### config.mk
export PLATFORM = sky130hd
export DESIGN_NAME = aarm_sqrt
export DESIGN_NICKNAME = d
export VERILOG_FILES = /design/src/hw/rtl/aarm_pkg.sv /design/src/hw/rtl/aarm_sqrt.sv
export SDC_FILE = /design/constraint.sdc
export NUM_CORES = 2
export LEC_CHECK = 0
export BUFFER_PORTS_ARGS = -buffer_cell sky130_fd_sc_hd__clkbuf_2
export CORE_ASPECT_RATIO = 1.25
export CORE_UTILIZATION = 64
export CTS_CLUSTER_SIZE = 40
export DETAILED_ROUTE_END_ITERATION = 10
export PLACE_DENSITY = 0.8
export SETUP_SLACK_MARGIN = 0.2
export SLEW_MARGIN = 20
export SYNTH_ARGS = -nofsm -noshare
export SYNTH_HDL_FRONTEND = slang
export SYNTH_SLANG_ARGS = --single-unit
### constraint.sdc
create_clock -name clock -period 7.8 [get_ports clock]
set_clock_uncertainty 0.2 [all_clocks]
set_input_delay 1.56 -clock clock [delete_from_list [all_inputs] [get_ports clock]]
set_output_delay 1.56 -clock clock [all_outputs]
set_load 0.01 [all_outputs]
### src/hw/rtl/aarm_pkg.sv
// Shared types and constants for the axis-angle to rotation matrix pipeline.
package aarm_pkg;

   localparam int Q = 30;
   localparam logic signed [32:0] ONE_Q30 = 33'sd1073741824;
   localparam int CORDIC_STEPS = 30;
   localparam logic signed [33:0] CORDIC_X0 = 34'sd652032874;
   localparam int SQRT_STEPS = 32;
   localparam int DIV_STEPS = 32;

   function automatic logic [31:0] atan_entry(input int idx);
      logic [31:0] r;
      case (idx)
         0: r = 32'd536870912;
         1: r = 32'd316933406;
         2: r = 32'd167458907;
         3: r = 32'd85004756;
         4: r = 32'd42667331;
         5: r = 32'd21354465;
         6: r = 32'd10679838;
         7: r = 32'd5340245;
         8: r = 32'd2670163;
         9: r = 32'd1335087;
         10: r = 32'd667544;
         11: r = 32'd333772;
         12: r = 32'd166886;
         13: r = 32'd83443;
         14: r = 32'd41722;
         15: r = 32'd20861;
         16: r = 32'd10430;
         17: r = 32'd5215;
         18: r = 32'd2608;
         19: r = 32'd1304;
         20: r = 32'd652;
         21: r = 32'd326;
         22: r = 32'd163;
         23: r = 32'd81;
         24: r = 32'd41;
         25: r = 32'd20;
         26: r = 32'd10;
         27: r = 32'd5;
         28: r = 32'd3;
         29: r = 32'd1;
         default: r = 32'd0;
      endcase
      return r;
   endfunction

   // Q1.30 product with round half up (floor shift).
   function automatic logic signed [32:0] mulq(input logic signed [32:0] p,
                                               input logic signed [32:0] q);
      logic signed [65:0] pr;
      pr = 66'(p) * 66'(q) + 66'sd536870912;
      return 33'(pr >>> Q);
   endfunction

   function automatic logic signed [32:0] sat_q30(input logic signed [35:0] x);
      logic signed [32:0] r;
      if (x > 36'(ONE_Q30)) r = ONE_Q30;
      else if (x < -36'(ONE_Q30)) r = -ONE_Q30;
      else r = 33'(x);
      return r;
   endfunction

   typedef struct packed {
      logic               zero;
      logic [2:0]         neg;
      logic [31:0]        mag_x;
      logic [31:0]        mag_y;
      logic [31:0]        mag_z;
   } axis_norm_type;

endpackage

### src/hw/rtl/aarm_sqrt.sv
// Pipelined rounded integer square root of a 64-bit sum, one result bit per stage.
module aarm_sqrt (
   input  logic        clock,
   input  logic        advance,
   input  logic [63:0] sum,
   output logic [32:0] root
);
   localparam int N = aarm_pkg::SQRT_STEPS;
   logic [63:0] rem_ff [0:N];
   logic [32:0] r_ff [0:N];

   always_ff @(posedge clock) begin
      if (advance) begin
         rem_ff[0] <= sum;
         r_ff[0] <= '0;
      end
   end

   // Restoring root: step k decides bit (N-1-k) of the root.
   for (genvar k = 0; k < N; k++) begin : g_bit
      localparam int B = N - 1 - k;
      always_ff @(posedge clock) begin
         logic [65:0] trial;
         trial = (66'(r_ff[k]) << (B + 1)) + (66'd1 << (2 * B));
         if (advance) begin
            if (66'(rem_ff[k]) >= trial) begin
               rem_ff[k+1] <= 64'(66'(rem_ff[k]) - trial);
               r_ff[k+1] <= r_ff[k] | (33'd1 << B);
            end else begin
               rem_ff[k+1] <= rem_ff[k];
               r_ff[k+1] <= r_ff[k];
            end
         end
      end
   end

   // Round: remainder s - r*r above r means nearer to r+1.
   assign root = (rem_ff[N] > 64'(r_ff[N])) ? r_ff[N] + 33'd1 : r_ff[N];
endmodule

==> parameters.txt <==
Parameter                              Value

Placed design
  Port Buffer Count ... 98
  Total placed instance area ... 132000 um^2
  Placer's final routability congestion estimate ... 0.992
  Detailed placement HPWL ... 264 mm

Logic synthesis
  Post-synthesis cell count ... 10386
  Yosys warning total ... 0
  Xor and xnor area share after synthesis ... 6.65%
  Dominant cells by area after synthesis ... edfxtp_1 (62%), ha_1 (5.8%), xnor2_1 (3.5%)
  Synth Area in Simple Gates ... 12.9%
  Post-synth EDFFs ... 2640
  Fraction of the yosys area taken by sequential cells ... 61.9%
  Post-synth net total ... 11045
  Proportion of synthesized flip-flops having asynchronous set or reset ... 0%
  Primary flip-flop cell chosen by synthesis mapping ... edfxtp_1
  Top cell type's share of synthesized area ... 61.9%
  Compound-Gate Fraction of Synth Area ... 9.36%
  Library cell with the largest summed area after synthesis ... edfxtp_1
  Share of synthesized cell area in full adder, half adder and majority cells ... 5.80%
  Number of distinct library cells after synthesis ... 90
  Post-synth design cell area ... 128000 um^2
  Avg Cell Area, Syn ... 12.3 um^2
  Dominant combinational cell family by area after synthesis ... simple AND/OR/NAND/NOR gates
  Mux contribution to synthesized area ... 0.569%
  Number of storage elements in the synthesis netlist ... 2640

Run
  Max-Cap Viols ... 0

CTS
  Clock tree root buffer cell ... clkbuf_16
  # resized after CTS ... 0
  Sink count of the clock tree ... 2640
  Quantity of hold-fixing buffers added after cts ... 0
  CTS tree ... built
  Largest buffer count on any clock path ... 3
  Latest clock arrival within the worst-skew pair ... 920 ps
  Num CTS Buffers ... 241
  Clk slew on worst S/H paths ... 60 ps
  Number of H-tree levels ... 4
  Setup repair bufs after CTS ... 0

Routing
  Vias after detailed routing ... 84608
  Total met3 wirelength after detailed routing ... 15.3 mm
  Highest routed layer ... met5
  DRT Pass-1 Iters ... 7
  Number of antenna-violating nets in the routed design ... 0
  1st-iter DRT viols ... 6714
  Routed length on met1 ... 103 mm
  Routed len/inst ... 26.0 um
  Total length of routed met2 wires ... 190 mm
  Post-route DRC ... 0
  Final wirelength ... 347 mm
  Per-cell via count in the routed design ... 6.33

Critical path
  Critical Path Source Type ... flop
  Worst setup EP type ... output pin
  Data arrival time of the critical path ... 5000 ps
  Worst endpoint required time ... 6040 ps
  Start-to-end type of the worst setup path ... reg -> out
  Crit-path max FO ... 14
  Register-to-register setup slack ... 2410 ps

STA
  Worst slew margin ... 15.1%
  Final Hold Viols ... 0
  Time the worst path needs with I/O delays and setup ... 6760 ps
  Setup_tns ... 0 ps
  Post-route fraction of the period consumed by the critical path ... 86.7%
  Setup repair after global routing missed its margin ... false
  Final setup violating endpoints ... 0
  Achievable frequency ... 0.148 GHz
  Actual slew at the worst max-slew pin ... 1270 ps
  Slew Limit Fails ... 0

Global route
  Overall Global Routing Usage ... 34.2%
  First-pass GRT wire length ... 510 mm
  Total gr overflow ... 0
  Pin count of the biggest net entering global routing ... 170
  Number of antenna violations at the first check in global routing ... 11
  Number of global-route vias before repair ... 85255

Finish
  Fraction of layout cells with a size suffix above 1 ... 6.23%
  Most common cell after layout, fill and taps aside ... edfxtp_1
  Fillcell total ... 13448
  Most frequent cells in the layout ... edfxtp_1 (2640), nand2_1 (839), inv_1 (728)
  Cell area after layout ... 140000 um^2
  Fraction of the core area covered by cells at the end of the flow ... 70.3%
  Layout overhead on the synthesized area ... 9.16%
  Number of nets in the finished design ... 11223

Die
  Ports ... 99
  DIE WIDTH ... 402 um
  Die extent in y ... 502 um
  Initial core utilization ... 64.4%
  Row count ... 183
  Core Box Area ... 199000 um^2
  Die Footprint ... 202000 um^2

Power and ir drop
  Reported leakage power ... 52.2 nW
  VDD IR-drop max ... 0.000275 V
  Cell area power density ... 292 nW/um^2

Hold path
  Path class of the lowest-slack min-delay path ... reg -> reg

Run status
  Outcome ... finished, final reports clean
[state kept, by name, summed over array words and instances (netlist names)]
signal,cells
rem_ff,2112
r_ff,528
[synthesized netlist by cell type, types with 37 or more instances]
cell,number
o21bai_1,54
o21a_1,108
nor2b_1,94
xnor2_1,515
a31oi_1,51
a21oi_1,549
edfxtp_1,2640
mux2_2,52
and2_1,37
a21o_1,250
a211oi_1,45
nor3_1,304
or4_1,65
nand3_1,175
o21ai_0,603
and3_1,54
or2_2,45
o31ai_1,48
nor4_1,384
nand2_1,839
clkbuf_1,217
inv_1,728
ha_1,593
nor2_1,571
nand4_1,178
nand2b_1,111
xor2_1,457
nand4b_1,37
nor4b_1,55
or3_1,119
[routing by layer]
layer  track usage [%]  vias up
met5                 0        -
met3              4.82     1347
met4              32.0        2
li1                  -    39068
met1              29.3    41015
met2              66.3     3176
[power by group]
part / internal, mW / switching [mW]
registers: 18.0 / 1.57
logic: 3.45 / 5.70
clock network: 6.69 / 5.39
total: 28.1 / 12.7
[critical path, stage by stage, from the launching register on]
cell      delay (ps)
edfxtp_1         430
inv_1             90
ha_1             300
nand4_1          210
nor4_1           790
o21ai_0          290
a32oi_1          460
nand3_1          690
nor4_1           490
xnor2_1          190
clkbuf_2         170
[final cells by class]
type	count	area [um^2]	area share, %
antenna	9	22.5	0.0161
clock buffer	278	6170	4.42
clock inverter	164	1890	1.35
inverter	728	2730	1.96
multi-input combinational	6781	45200	32.4
sequential	2640	79300	56.7
tap	2590	3240	2.32
timing repair buffer	172	1190	0.849
[worst paths after layout]
path                                        to    startpoint  cells after the start
worst min-delay path              r_ff[27][27]  r_ff[26][27]                      0
worst max register to register  rem_ff[31][12]   r_ff[30][2]                     11
worst min register to register    r_ff[27][27]  r_ff[26][27]                      0
worst max-delay path                  root[10]  r_ff[32][29]                     10
[cell families after synthesis]
logic type	after synthesis
flops	2640
compound gates	1956
mux	66
xor+xnor	972
buf+inv	965
simple gates	3194
fa+ha+maj	593
[per-stage QoR]
stage	instances	power, mW	setup slack, ps	hold slack, ps
finish	13362	40.8	1040	205
global route	13355	42.3	834	209
CTS	13353	40.6	1000	180
detailed placement	12911	28.7	1950	227
global placement	12908	28.5	1990	227
floorplan	10386	25.5	1860	217
Power figures use the tool's default switching activity.
